### src/design/vac_pkg.sv
// Package for the vertex add and clip status block: types, codes and class helpers.
`timescale 1ns / 1ps
package vac_pkg;

    localparam int VERTEX_SLOTS_DEF = 16;
    localparam int CFG_IDX_W        = 3;
    localparam int CFG_DATA_W       = 36;

    localparam logic [CFG_IDX_W-1:0] REG_OBJECT_CLASS   = 3'd0;
    localparam logic [CFG_IDX_W-1:0] REG_CLIP_SELECT    = 3'd1;
    localparam logic [CFG_IDX_W-1:0] REG_CANVAS_MIN     = 3'd2;
    localparam logic [CFG_IDX_W-1:0] REG_CANVAS_MAX     = 3'd3;
    localparam logic [CFG_IDX_W-1:0] REG_USER_CLIP0_MIN = 3'd4;
    localparam logic [CFG_IDX_W-1:0] REG_USER_CLIP0_MAX = 3'd5;
    localparam logic [CFG_IDX_W-1:0] REG_USER_CLIP1_MIN = 3'd6;
    localparam logic [CFG_IDX_W-1:0] REG_USER_CLIP1_MAX = 3'd7;

    localparam logic [4:0] CLS_08 = 5'h08;
    localparam logic [4:0] CLS_0C = 5'h0c;
    localparam logic [4:0] CLS_0E = 5'h0e;
    localparam logic [4:0] CLS_10 = 5'h10;
    localparam logic [4:0] CLS_12 = 5'h12;
    localparam logic [4:0] CLS_14 = 5'h14;
    localparam logic [4:0] CLS_15 = 5'h15;
    localparam logic [4:0] CLS_17 = 5'h17;
    localparam logic [4:0] CLS_18 = 5'h18;

    localparam logic [17:0] MASK_X      = 18'h007ff;
    localparam logic [17:0] MASK_Y      = 18'h03fff;
    localparam logic [17:0] MASK_Y_WIDE = 18'h07fff;
    localparam logic [31:0] SAT_POS     = 32'h7fffffff;
    localparam logic [31:0] SAT_NEG     = 32'h80000000;

    typedef struct packed {
        logic [4:0]  object_class;
        logic [9:0]  clip_select;
        logic [31:0] canvas_min;
        logic [31:0] canvas_max;
        logic [35:0] user_clip0_min;
        logic [35:0] user_clip0_max;
        logic [35:0] user_clip1_min;
        logic [35:0] user_clip1_max;
    } t_cfg;

    typedef struct packed {
        logic        axis;
        logic [3:0]  slot;
        logic [31:0] low;
        logic        carry;
        logic        sign_a;
        logic        sign_b;
        logic        set1_off;
        logic        no_status;
    } t_s1;

    typedef struct packed {
        logic        axis;
        logic [3:0]  slot;
        logic [31:0] sat;
        logic        carry;
        logic        oob;
        logic [3:0]  status;
        logic        no_status;
    } t_s2;

    function automatic logic user_set1_class(input logic [4:0] cls);
        return (cls == CLS_0C) || (cls == CLS_0E) || (cls == CLS_15);
    endfunction

    function automatic logic flag_class(input logic [4:0] cls);
        return ((cls >= CLS_08) && (cls <= CLS_0C)) || (cls == CLS_0E) ||
               ((cls >= CLS_10) && (cls <= CLS_12)) || (cls == CLS_14) ||
               (cls == CLS_15);
    endfunction

    function automatic logic pair_status_class(input logic [4:0] cls);
        return (cls == CLS_08) || (cls == CLS_18);
    endfunction

endpackage

### src/design/vac_add_stage.sv
// First pipeline stage: three-way 33-bit add of the addends.
`timescale 1ns / 1ps
module vac_add_stage (
    input  logic              i_clk,
    input  logic              i_rst_n,
    input  logic              i_valid,
    output logic              o_ready,
    input  logic              i_axis,
    input  logic [3:0]        i_vertex_index,
    input  logic [31:0]       i_addend_a,
    input  logic [31:0]       i_addend_b,
    input  logic [31:0]       i_addend_c,
    input  logic              i_canvas_only_clip,
    input  logic              i_no_status,
    output logic              o_valid,
    input  logic              i_ready,
    output vac_pkg::t_s1      o_s1
);

    logic         r_valid;
    vac_pkg::t_s1 r_s1;
    vac_pkg::t_s1 n_s1;
    logic [32:0]  sum;

    assign o_ready = !r_valid || i_ready;
    assign sum     = {1'b0, i_addend_a} + {1'b0, i_addend_b} + {1'b0, i_addend_c};

    always_comb begin
        n_s1.axis      = i_axis;
        n_s1.slot      = i_vertex_index;
        n_s1.low       = sum[31:0];
        n_s1.carry     = sum[32];
        n_s1.sign_a    = i_addend_a[31];
        n_s1.sign_b    = i_addend_b[31];
        n_s1.set1_off  = i_canvas_only_clip;
        n_s1.no_status = i_no_status;
    end

    always_ff @(posedge i_clk) begin
        if (!i_rst_n) begin
            r_valid <= 1'b0;
        end else if (o_ready) begin
            r_valid <= i_valid;
        end
    end

    always_ff @(posedge i_clk) begin
        if (o_ready && i_valid) begin
            r_s1 <= n_s1;
        end
    end

    assign o_valid = r_valid;
    assign o_s1    = r_s1;

endmodule

### src/design/vac_clip_stage.sv
// Second pipeline stage: saturation, range flag, clip bounds and clip compare.
`timescale 1ns / 1ps
module vac_clip_stage (
    input  logic              i_clk,
    input  logic              i_rst_n,
    input  logic              i_valid,
    output logic              o_ready,
    input  vac_pkg::t_s1      i_s1,
    input  vac_pkg::t_cfg     i_cfg,
    output logic              o_valid,
    input  logic              i_ready,
    output vac_pkg::t_s2      o_s2
);

    logic         r_valid;
    vac_pkg::t_s2 r_s2;
    vac_pkg::t_s2 n_s2;
    logic         set1_cls;
    logic         use0;
    logic         use1;
    logic [1:0]   sel0;
    logic [1:0]   sel1;
    logic [17:0]  mn;
    logic [17:0]  mx;
    logic [17:0]  mask;
    logic [17:0]  coord;
    logic signed [18:0] c_s;
    logic signed [18:0] mn_s;
    logic signed [18:0] mx_s;

    assign o_ready = !r_valid || i_ready;

    always_comb begin
        set1_cls = vac_pkg::user_set1_class(i_cfg.object_class);
        use0     = i_cfg.clip_select[0] && !set1_cls;
        use1     = set1_cls && !i_s1.set1_off;
        sel0     = i_s1.axis ? i_cfg.clip_select[5:4] : i_cfg.clip_select[3:2];
        sel1     = i_s1.axis ? i_cfg.clip_select[9:8] : i_cfg.clip_select[7:6];

        mn = i_s1.axis ? {2'b00, i_cfg.canvas_min[31:16]} : {2'b00, i_cfg.canvas_min[15:0]};
        mx = i_s1.axis ? {2'b00, i_cfg.canvas_max[31:16]} : {2'b00, i_cfg.canvas_max[15:0]};
        if (sel0[0] && use0) begin
            mn = i_s1.axis ? i_cfg.user_clip0_min[35:18] : i_cfg.user_clip0_min[17:0];
        end
        if (sel0[1] && use0) begin
            mx = i_s1.axis ? i_cfg.user_clip0_max[35:18] : i_cfg.user_clip0_max[17:0];
        end
        if (sel1[0] && use1) begin
            mn = i_s1.axis ? i_cfg.user_clip1_min[35:18] : i_cfg.user_clip1_min[17:0];
        end
        if (sel1[1] && use1) begin
            mx = i_s1.axis ? i_cfg.user_clip1_max[35:18] : i_cfg.user_clip1_max[17:0];
        end

        if (!i_s1.axis) begin
            mask = vac_pkg::MASK_X;
        end else if (i_cfg.clip_select[1]) begin
            mask = vac_pkg::MASK_Y_WIDE;
        end else begin
            mask = vac_pkg::MASK_Y;
        end

        if (i_cfg.object_class == vac_pkg::CLS_17) begin
            coord = {{6{i_s1.low[15]}}, i_s1.low[15:4]};
        end else begin
            coord = i_s1.low[17:0];
        end
        c_s  = $signed({coord[17], coord});
        mn_s = $signed({1'b0, mn & mask});
        mx_s = $signed({1'b0, mx & mask});

        n_s2.axis      = i_s1.axis;
        n_s2.slot      = i_s1.slot;
        n_s2.carry     = i_s1.carry;
        n_s2.no_status = i_s1.no_status;
        n_s2.oob       = !((i_s1.low[31:15] == 17'h00000) || (i_s1.low[31:15] == 17'h1ffff));
        if ((i_s1.sign_a == i_s1.sign_b) && (i_s1.sign_a != i_s1.low[31])) begin
            n_s2.sat = i_s1.sign_a ? vac_pkg::SAT_NEG : vac_pkg::SAT_POS;
        end else begin
            n_s2.sat = i_s1.low;
        end
        n_s2.status = {c_s == mx_s, c_s > mx_s, c_s == mn_s, c_s < mn_s};
    end

    always_ff @(posedge i_clk) begin
        if (!i_rst_n) begin
            r_valid <= 1'b0;
        end else if (o_ready) begin
            r_valid <= i_valid;
        end
    end

    always_ff @(posedge i_clk) begin
        if (o_ready && i_valid) begin
            r_s2 <= n_s2;
        end
    end

    assign o_valid = r_valid;
    assign o_s2    = r_s2;

endmodule

### src/design/vac_state.sv
// Vertex store and per-axis carry, range and clip status registers.
`timescale 1ns / 1ps
module vac_state #(
    parameter int VERTEX_SLOTS = vac_pkg::VERTEX_SLOTS_DEF
) (
    input  logic              i_clk,
    input  logic              i_rst_n,
    input  logic              i_we,
    input  vac_pkg::t_s2      i_s2,
    input  logic [4:0]        i_object_class
);

    localparam int DEPTH = 2 * VERTEX_SLOTS;
    localparam int AW    = $clog2(DEPTH);

    logic [31:0] r_store [DEPTH];
    logic [31:0] r_status_words [4];
    logic [7:0]  r_flags [2];
    logic [4:0]  addr;
    logic        slot_ok;
    logic        wr_flags;
    logic        range_bit;
    logic [1:0]  fb;
    logic [1:0]  wi;
    logic [2:0]  nib;

    assign addr      = {i_s2.slot, i_s2.axis};
    assign slot_ok   = {28'd0, i_s2.slot} < 32'(VERTEX_SLOTS);
    assign wr_flags  = vac_pkg::flag_class(i_object_class);
    assign range_bit = (i_object_class == vac_pkg::CLS_15) ? 1'b0 : i_s2.oob;
    assign fb        = i_s2.slot[1:0];
    assign wi        = {i_s2.axis, i_s2.slot[3]};
    assign nib       = i_s2.slot[2:0];

    always_ff @(posedge i_clk) begin
        if (!i_rst_n) begin
            for (int i = 0; i < DEPTH; i++) begin
                r_store[i] <= '0;
            end
        end else if (i_we && slot_ok) begin
            r_store[addr[AW-1:0]] <= i_s2.sat;
        end
    end

    always_ff @(posedge i_clk) begin
        if (!i_rst_n) begin
            for (int i = 0; i < 4; i++) begin
                r_status_words[i] <= '0;
            end
            r_flags[0] <= '0;
            r_flags[1] <= '0;
        end else if (i_we && !i_s2.no_status) begin
            if (wr_flags) begin
                r_flags[i_s2.axis][{1'b0, fb}]  <= i_s2.carry;
                r_flags[i_s2.axis][{1'b1, fb}]  <= range_bit;
            end
            if (vac_pkg::pair_status_class(i_object_class)) begin
                r_status_words[{i_s2.axis, 1'b0}][7:0] <= {i_s2.status, i_s2.status};
            end else begin
                r_status_words[wi][nib*4 +: 4] <= i_s2.status;
            end
        end
    end

endmodule

### src/design/vertex_add_clip_status.sv
// Top level: configuration registers, pipeline stages and output register.
//
//   channel   direction  handshake                     payload
//   input     in         i_in_valid / o_in_ready       axis, index, addends, clip, no_status
//   output    out        o_out_valid / i_out_ready     stored value, carry, range, status
//   config    in         i_cfg_we (no wait)            i_cfg_index, i_cfg_data
//
// Three register stages (add, clip compare, output); one transaction per cycle
// sustained while the output is not stalled. The three-way add sets the first stage depth.
// Synchronous active-low reset empties the pipeline and clears config and status.
// A stall at the output backs up stage by stage without loss or repeat.
`timescale 1ns / 1ps
module vertex_add_clip_status #(
    parameter int VERTEX_SLOTS = vac_pkg::VERTEX_SLOTS_DEF
) (
    input  logic                          i_clk,
    input  logic                          i_rst_n,
    input  logic                          i_cfg_we,
    input  logic [vac_pkg::CFG_IDX_W-1:0]  i_cfg_index,
    input  logic [vac_pkg::CFG_DATA_W-1:0] i_cfg_data,
    input  logic                          i_in_valid,
    output logic                          o_in_ready,
    input  logic                          i_axis,
    input  logic [3:0]                    i_vertex_index,
    input  logic [31:0]                   i_addend_a,
    input  logic [31:0]                   i_addend_b,
    input  logic [31:0]                   i_addend_c,
    input  logic                          i_canvas_only_clip,
    input  logic                          i_no_status,
    output logic                          o_out_valid,
    input  logic                          i_out_ready,
    output logic [31:0]                   o_stored_value,
    output logic                          o_carry_out,
    output logic                          o_out_of_range,
    output logic [3:0]                    o_clip_status
);

    vac_pkg::t_cfg r_cfg;
    vac_pkg::t_s1  s1;
    vac_pkg::t_s2  s2;
    vac_pkg::t_s2  r_out;
    logic          s1_valid;
    logic          s1_ready;
    logic          s2_valid;
    logic          s2_ready;
    logic          r_out_valid;
    logic          out_load;

    always_ff @(posedge i_clk) begin
        if (!i_rst_n) begin
            r_cfg <= '0;
        end else if (i_cfg_we) begin
            case (i_cfg_index)
                vac_pkg::REG_OBJECT_CLASS:   r_cfg.object_class   <= i_cfg_data[4:0];
                vac_pkg::REG_CLIP_SELECT:    r_cfg.clip_select    <= i_cfg_data[9:0];
                vac_pkg::REG_CANVAS_MIN:     r_cfg.canvas_min     <= i_cfg_data[31:0];
                vac_pkg::REG_CANVAS_MAX:     r_cfg.canvas_max     <= i_cfg_data[31:0];
                vac_pkg::REG_USER_CLIP0_MIN: r_cfg.user_clip0_min <= i_cfg_data;
                vac_pkg::REG_USER_CLIP0_MAX: r_cfg.user_clip0_max <= i_cfg_data;
                vac_pkg::REG_USER_CLIP1_MIN: r_cfg.user_clip1_min <= i_cfg_data;
                vac_pkg::REG_USER_CLIP1_MAX: r_cfg.user_clip1_max <= i_cfg_data;
                default: begin
                end
            endcase
        end
    end

    vac_add_stage u_add (
        .i_clk              (i_clk),
        .i_rst_n            (i_rst_n),
        .i_valid            (i_in_valid),
        .o_ready            (o_in_ready),
        .i_axis             (i_axis),
        .i_vertex_index     (i_vertex_index),
        .i_addend_a         (i_addend_a),
        .i_addend_b         (i_addend_b),
        .i_addend_c         (i_addend_c),
        .i_canvas_only_clip (i_canvas_only_clip),
        .i_no_status        (i_no_status),
        .o_valid            (s1_valid),
        .i_ready            (s1_ready),
        .o_s1               (s1)
    );

    vac_clip_stage u_clip (
        .i_clk   (i_clk),
        .i_rst_n (i_rst_n),
        .i_valid (s1_valid),
        .o_ready (s1_ready),
        .i_s1    (s1),
        .i_cfg   (r_cfg),
        .o_valid (s2_valid),
        .i_ready (s2_ready),
        .o_s2    (s2)
    );

    assign s2_ready = !r_out_valid || i_out_ready;
    assign out_load = s2_ready && s2_valid;

    always_ff @(posedge i_clk) begin
        if (!i_rst_n) begin
            r_out_valid <= 1'b0;
        end else if (s2_ready) begin
            r_out_valid <= s2_valid;
        end
    end

    always_ff @(posedge i_clk) begin
        if (out_load) begin
            r_out <= s2;
        end
    end

    // state is updated once per transaction as it enters the output register
    vac_state #(
        .VERTEX_SLOTS (VERTEX_SLOTS)
    ) u_state (
        .i_clk          (i_clk),
        .i_rst_n        (i_rst_n),
        .i_we           (out_load),
        .i_s2           (s2),
        .i_object_class (r_cfg.object_class)
    );

    assign o_out_valid    = r_out_valid;
    assign o_stored_value = r_out.sat;
    assign o_carry_out    = r_out.carry;
    assign o_out_of_range = r_out.oob;
    assign o_clip_status  = r_out.status;

endmodule
### config.mk
export PLATFORM = sky130hd
export DESIGN_NAME = vertex_add_clip_status
export DESIGN_NICKNAME = d
export VERILOG_FILES = /design/src/design/vac_pkg.sv /design/src/design/vac_add_stage.sv /design/src/design/vac_clip_stage.sv /design/src/design/vac_state.sv /design/src/design/vertex_add_clip_status.sv
export SDC_FILE = /design/constraint.sdc
export NUM_CORES = 1
export LEC_CHECK = 0
export BUFFER_PORTS_ARGS = -buffer_cell sky130_fd_sc_hd__buf_2
export CORE_MARGIN = 2
export CORE_UTILIZATION = 40
export CTS_BUF_LIST = sky130_fd_sc_hd__clkbuf_2 sky130_fd_sc_hd__clkbuf_4 sky130_fd_sc_hd__clkbuf_8
export CTS_CLUSTER_DIAMETER = 100
export DETAILED_ROUTE_END_ITERATION = 7
export PLACE_DENSITY = 0.63
export SLEW_MARGIN = 10
export SYNTH_ARGS = -nofsm -noshare
export SYNTH_HDL_FRONTEND = slang
export SYNTH_SLANG_ARGS = --single-unit
### constraint.sdc
create_clock -name i_clk -period 6.2 [get_ports i_clk]
set_input_delay 1.55 -clock i_clk [delete_from_list [all_inputs] [get_ports i_clk]]
set_output_delay 1.55 -clock i_clk [all_outputs]
set_load 0.05 [all_outputs]
* Word-level counts from Yosys, hierarchy flattened
Cells that the tools add are included.
** Cells by class
- Reduce and logical (&&, ||, !) cells :: 32
- Eq/ne operators :: 16
- Muxes and demuxes :: 17
- Bitwise logic cells :: 2
- $add $sub $neg :: 2
- Magnitude comparators :: 2
** Operators by type and width (count)
- 2-to-1 mux 18 bit :: 10
- 2-to-1 mux 32 bit :: 2
- == test 18 x 19 -> 1 bit :: 2
- AND 18 bit :: 2
- adder 32 x 32 -> 33 bit :: 1
- adder 33 x 32 -> 33 bit :: 1
- 2-to-1 mux 16 bit :: 2
- > comparator 18 x 19 -> 1 bit :: 1
- < comparator 18 x 19 -> 1 bit :: 1
- == test 17 bit, second input constant :: 1
- logical NOT 17 bit :: 1
- AND reduction 2 bit :: 8
- 2-to-1 mux 15 bit :: 1
- == test 3 bit, second input constant :: 4
- == test 5 x 4 -> 1 bit, second input constant :: 2
- == test 5 bit, second input constant :: 2
- logical AND 1 bit :: 10
- == test 3 x 2 -> 1 bit, second input constant :: 2
- logical NOT 1 bit :: 6
- logical OR 1 bit :: 6
- 2-to-1 mux 2 bit :: 2
- == test 3 x 1 -> 1 bit, second input constant :: 1
- logical NOT 3 bit :: 1
- == test 1 bit :: 1
- inequality test 1 bit :: 1
** Storage, ports and cells
- Bits in registers :: 339

* Depth between registers and ports, before layout
- Word-level depth :: 10
- Gate-level depth with buffers :: 16
- Depth with buffers taken out :: 15

* By module
A second synthesis with hierarchy kept.
** Second synthesis, totals
- Cells, all modules :: 1603
- Area total of the unflattened synthesis :: 17241.5 µm²
** Modules (own cells, without submodules)
- vertex_add_clip_status :: area each 9198.8 µm², cells each 810, instances 1
- vac_clip_stage :: area each 4119.0 µm², cells each 441, instances 1
- vac_add_stage :: area each 3923.8 µm², cells each 352, instances 1

* Least setup slack after synthesis
No wires, ideal clock.
- Path kind :: input port to flip-flop
- Start point :: in i_out_ready
- End point :: reg u_clip.r_s2, in the netlist u_clip.o_s2[10] (enable)
- Stages :: 2
- Path buffers :: 0
- Slack :: 1264 ps
- Data arrival time :: 4445 ps
- Path through :: nor2b_1 > a21boi_0
** Between the ends
- Longest elaborated chain between the ends :: 3
** Ends and longest elaborated chain
- start: declaration :: RTL line vertex_add_clip_status.sv:31 : input logic i_out_ready,
- logical OR 1 bit :: RTL line vertex_add_clip_status.sv:97 : assign s2_ready = !r_out_valid || i_out_ready;
- logical OR 1 bit :: RTL line vac_clip_stage.sv:31 : assign o_ready = !r_valid || i_ready;
- logical AND 1 bit :: RTL line vac_clip_stage.sv:94 : if (o_ready && i_valid) begin
- end signal: assignment :: RTL line vac_clip_stage.sv:95 : r_s2 <= n_s2;
- end: declaration :: RTL line vac_clip_stage.sv:16 : vac_pkg::t_s2 r_s2;
No other way between the ends.
A chain may end at the register's enable or synchronous reset.

==> summary.txt <==
Logic synthesis
  • Biggest area contributors in the synthesized netlist: dfxtp_1 23%, edfxtp_1 23%, nand2_1 10%, a21boi_0 8.6%, ha_1 5.1%
  • Synthesized netlist net count: roughly 1700
  • Post-synthesis sequential element count: 287
  • Number of library cell types mapped by synthesis: 62
  • Post-synth EDFFs: about 110
  • Simple-gate share of the synthesized area: 14.9%
  • Post-Syn Instances: ~1500
  • Proportion of synthesized area in mux cells: around 7.9%
  • Async SR Flop Fraction: 0%
  • Dominant combinational cell family by area after synthesis: compound AO/OA/AOI/OAI gates
  • Synth top area share: between 20% and 30%
  • Synthesized cell area: 14800 um2
  • Mean post-synth cell area: 9.98 um2
  • Compound-gate portion of the synthesized area: 16.2%
  • Most area-hungry cell type in the Yosys netlist: dfxtp_1
  • Yosys warning count: 0
  • Xor and xnor area share after synthesis: 1.65%
  • Adder-cell share of the synthesized area: 9.67%
  • Sequential share of the synthesized area: 46.4%
  • Main synth FF type: dfxtp_1

GRT
  • Number of antenna violations at the first check in global routing: 0
  • Wire length of the first global-routing pass: 61000 um
  • GRT Resource Usage Total: between 20% and 30%
  • Via count of the first global-routing pass: about 11000
  • Grt total ovfl: 0
  • Pin count of the biggest net entering global routing: 121

Clock tree
  • Clock latency of the later-clocked register in the worst-skew pair: 0.59 ns
  • Total number of H-tree levels: 2
  • Maximum number of buffers from clock root to sink: 3
  • Clock buffers created by TritonCTS: 50
  • Post-cts resize count: 0
  • Number of hold-repair buffers added at the cts stage: 0
  • Register clock-pin slew on the reported worst setup and hold paths: 0.06 ns
  • Clock tree root driver cell: clkbuf_8
  • Clk sinks: approximately 290
  • CTS tree: done
  • # Post-CTS Setup Buffers: 0

Worst hold path
  • HP Class: reg2reg
  • Hold path start: u_clip.o_s2[33]$_DFFE_PP_
  • Number of instances on the worst hold path: 0
  • Hold-critical path endpoint: o_stored_value[26]$_DFFE_PP_

Final layout
  • Most frequent cells in the layout: 414 x nand2_1, 174 x dfxtp_1, 172 x buf_2
  • Ant diodes: 0
  • Layout overhead on the synthesized area: 15.4%
  • Most frequent standard cell in the layout excluding fill and tap cells: nand2_1
  • Share of post-route cells with drive strength above 1: 21.8%
  • Total Nets Final: 1885

Setup path
  • Number of cells on the worst reg-to-reg path: 13
  • Largest fanout of any net on the critical path: 33
  • Type of element launching the critical path: flop
  • Reg2reg start: u_add.o_s1[41]$_DFFE_PP_
  • Data arrival, critical path: ~4.8 ns
  • Reg-to-Reg End: u_clip.o_s2[1]$_DFFE_PP_
  • Data required time at the worst endpoint: 6.62 ns
  • Kind of capture point of the worst setup path: flop
  • Reg2Reg Setup Slack: 1.80 ns
  • Kind of critical path: reg2reg

Detailed routing
  • Routed WL: 38700 um
  • DR iter-0 viols: 734
  • Top Layer Used: met4
  • Count of nets left with antenna violations after detail routing: 0
  • Number of remaining DRC errors: 0
  • Detail-routed via count per cell: 5.22
  • Detailed route wirelength on metal2: 18400 um
  • Wire length per cell: 18.0 um
  • Number of iterations in the first detailed-routing pass: 5
  • Routed length on met1: between 15000 and 20000 um
  • Met3 WL post-DR: 1890 um
  • Overall via count from detail_route: 11200

Power
  • Total power consumption of the routed design: 4.94 mW
  • Power density normalized to cell area: 289 nW/um2
  • Standby leakage power: 6.72 nW
  • VDD IR max: 127 uV

Floorplanning
  • CORE AREA: 36500 um2
  • Width of the die: 197 um
  • Boundary pin count: 187
  • Area enclosed by the die boundary: 38600 um2
  • Placement Rows: 70
  • Initial Utilization: 40.6%
  • Chip Height: 197 um

Placement
  • Global placer's final weighted congestion: roughly 0.84
  • Buffers on Ports: 173
  • Total half-perimeter wirelength after legalization and detailed placement: between 20000 and 30000 um

STA
  • Fmax: 227 MHz
  • Final critical-path share of the clock period: between 70% and 80%
  • Finish-stage setup viols: 0
  • Aggregate negative setup slack: 0 ns
  • RSZ-0062 raised after global routing: false
  • Max Clock Skew: 0.0316 ns
  • Slew HR: 16.8%
  • Pin slew with the least headroom to its limit: 1.24 ns
  • Fin. max-slew vios: 0
  • Min Tclk post-route: ~4.4 ns
  • Number of hold violations in the final report: 0

Status
  • Status: complete, no violations

Flow run
  • Max-cap violations: 0
-- routing by layer --
metal,global-route usage [%],vias up
li1,-,5482
met1,27.7,5367
met2,33.7,305
met3,2.69,48
met4,5.33,0
met5,0,-
-- worst max path at each step --
| stage | from | end | slack (ns) | cells past startpoint |
|---|---|---|---|---|
| 6_report | u_add.o_s1[41]$_DFFE_PP_ | u_clip.o_s2[1]$_DFFE_PP_ | 1.80 | 13 |
| 5_1_grt | u_add.o_s1[41]$_DFFE_PP_ | u_clip.o_s2[1]$_DFFE_PP_ | 1.52 | 13 |
| 4_1_cts | u_add.o_s1[41]$_DFFE_PP_ | u_clip.o_s2[1]$_DFFE_PP_ | 1.79 | 13 |
| 3_5_place_dp | i_addend_a[1] | u_add.o_s1[30]$_DFFE_PP_ | 1.31 | 12 |
| 3_3_place_gp | i_addend_a[1] | u_add.o_s1[30]$_DFFE_PP_ | 1.33 | 12 |
| 2_1_floorplan | i_out_ready | u_clip.o_s2[10]$_DFFE_PP_ | 1.26 | 2 |
-- registers in the layout (all words and copies together) (netlist names) --
signal	count
o_carry_out	1
o_out_valid	1
u_add.o_valid	1
u_add.o_s1	37
o_stored_value	32
o_clip_status	4
r_cfg	171
o_out_of_range	1
u_clip.o_s2	38
u_clip.o_valid	1
-- stage by stage --
stage	cells	area [um2]	util [%]	setup slack [ns]	hold WS [ns]
2_1_floorplan	1485	14800	-	1.26	0.400
3_3_place_gp	2060	16200	44.2	1.33	0.404
3_5_place_dp	2060	16200	44.2	1.31	0.405
4_1_cts	2144	17100	46.9	1.79	0.416
5_1_grt	2144	17100	46.9	1.52	0.421
6_report	2144	17100	46.9	1.80	0.415
-- worst max-delay path, stage by stage (launching register included) --
cell	delay, ns
edfxtp_1	0.39
buf_4	0.54
mux2_2	0.28
nand3_2	0.71
mux2_2	0.57
mux4_2	0.51
inv_1	0.09
ha_1	0.23
a21o_1	0.16
a21oi_1	0.18
o21ai_0	0.11
o21bai_1	0.18
a221oi_1	0.10
o21ai_0	0.16
-- power by group --
part / switching (mW) / internal (mW)
sequential: 0.0961 / 2.15
clock: 0.752 / 0.943
combinational: 0.574 / 0.420
-- cells by family after synthesis --
family	after synthesis
adders and majority gates	95
muxes	84
buffers and inverters	125
xor gates and xnor gates	28
DFF	287
AOI/OAI and AO/OA	335
and+or+nand+nor	531
-- synth_stat cells (9+ instances only) --
master      n
nand2_1   414
dfxtp_1   174
a21boi_0  170
edfxtp_1  113
clkbuf_1   78
ha_1       61
a21o_1     56
mux2_2     48
inv_1      37
nor2_1     35
a21oi_1    34
fa_1       33
o21ai_0    24
mux4_2     22
xnor2_1    21
nor2b_1    17
mux2i_1    14
nand4_1    14
nand3_1    11
o21bai_1    9
-- cell type report --
cell class,count,area [um2]
fill,3452,19400
tap,468,586
inverter,37,139
clock inverter,5,27.5
timing repair buffer,195,1030
sequential,287,6880
clock buffer,79,931
multi-input combinational,1073,7520
Note: power is estimated with default switching activity, not from simulation.
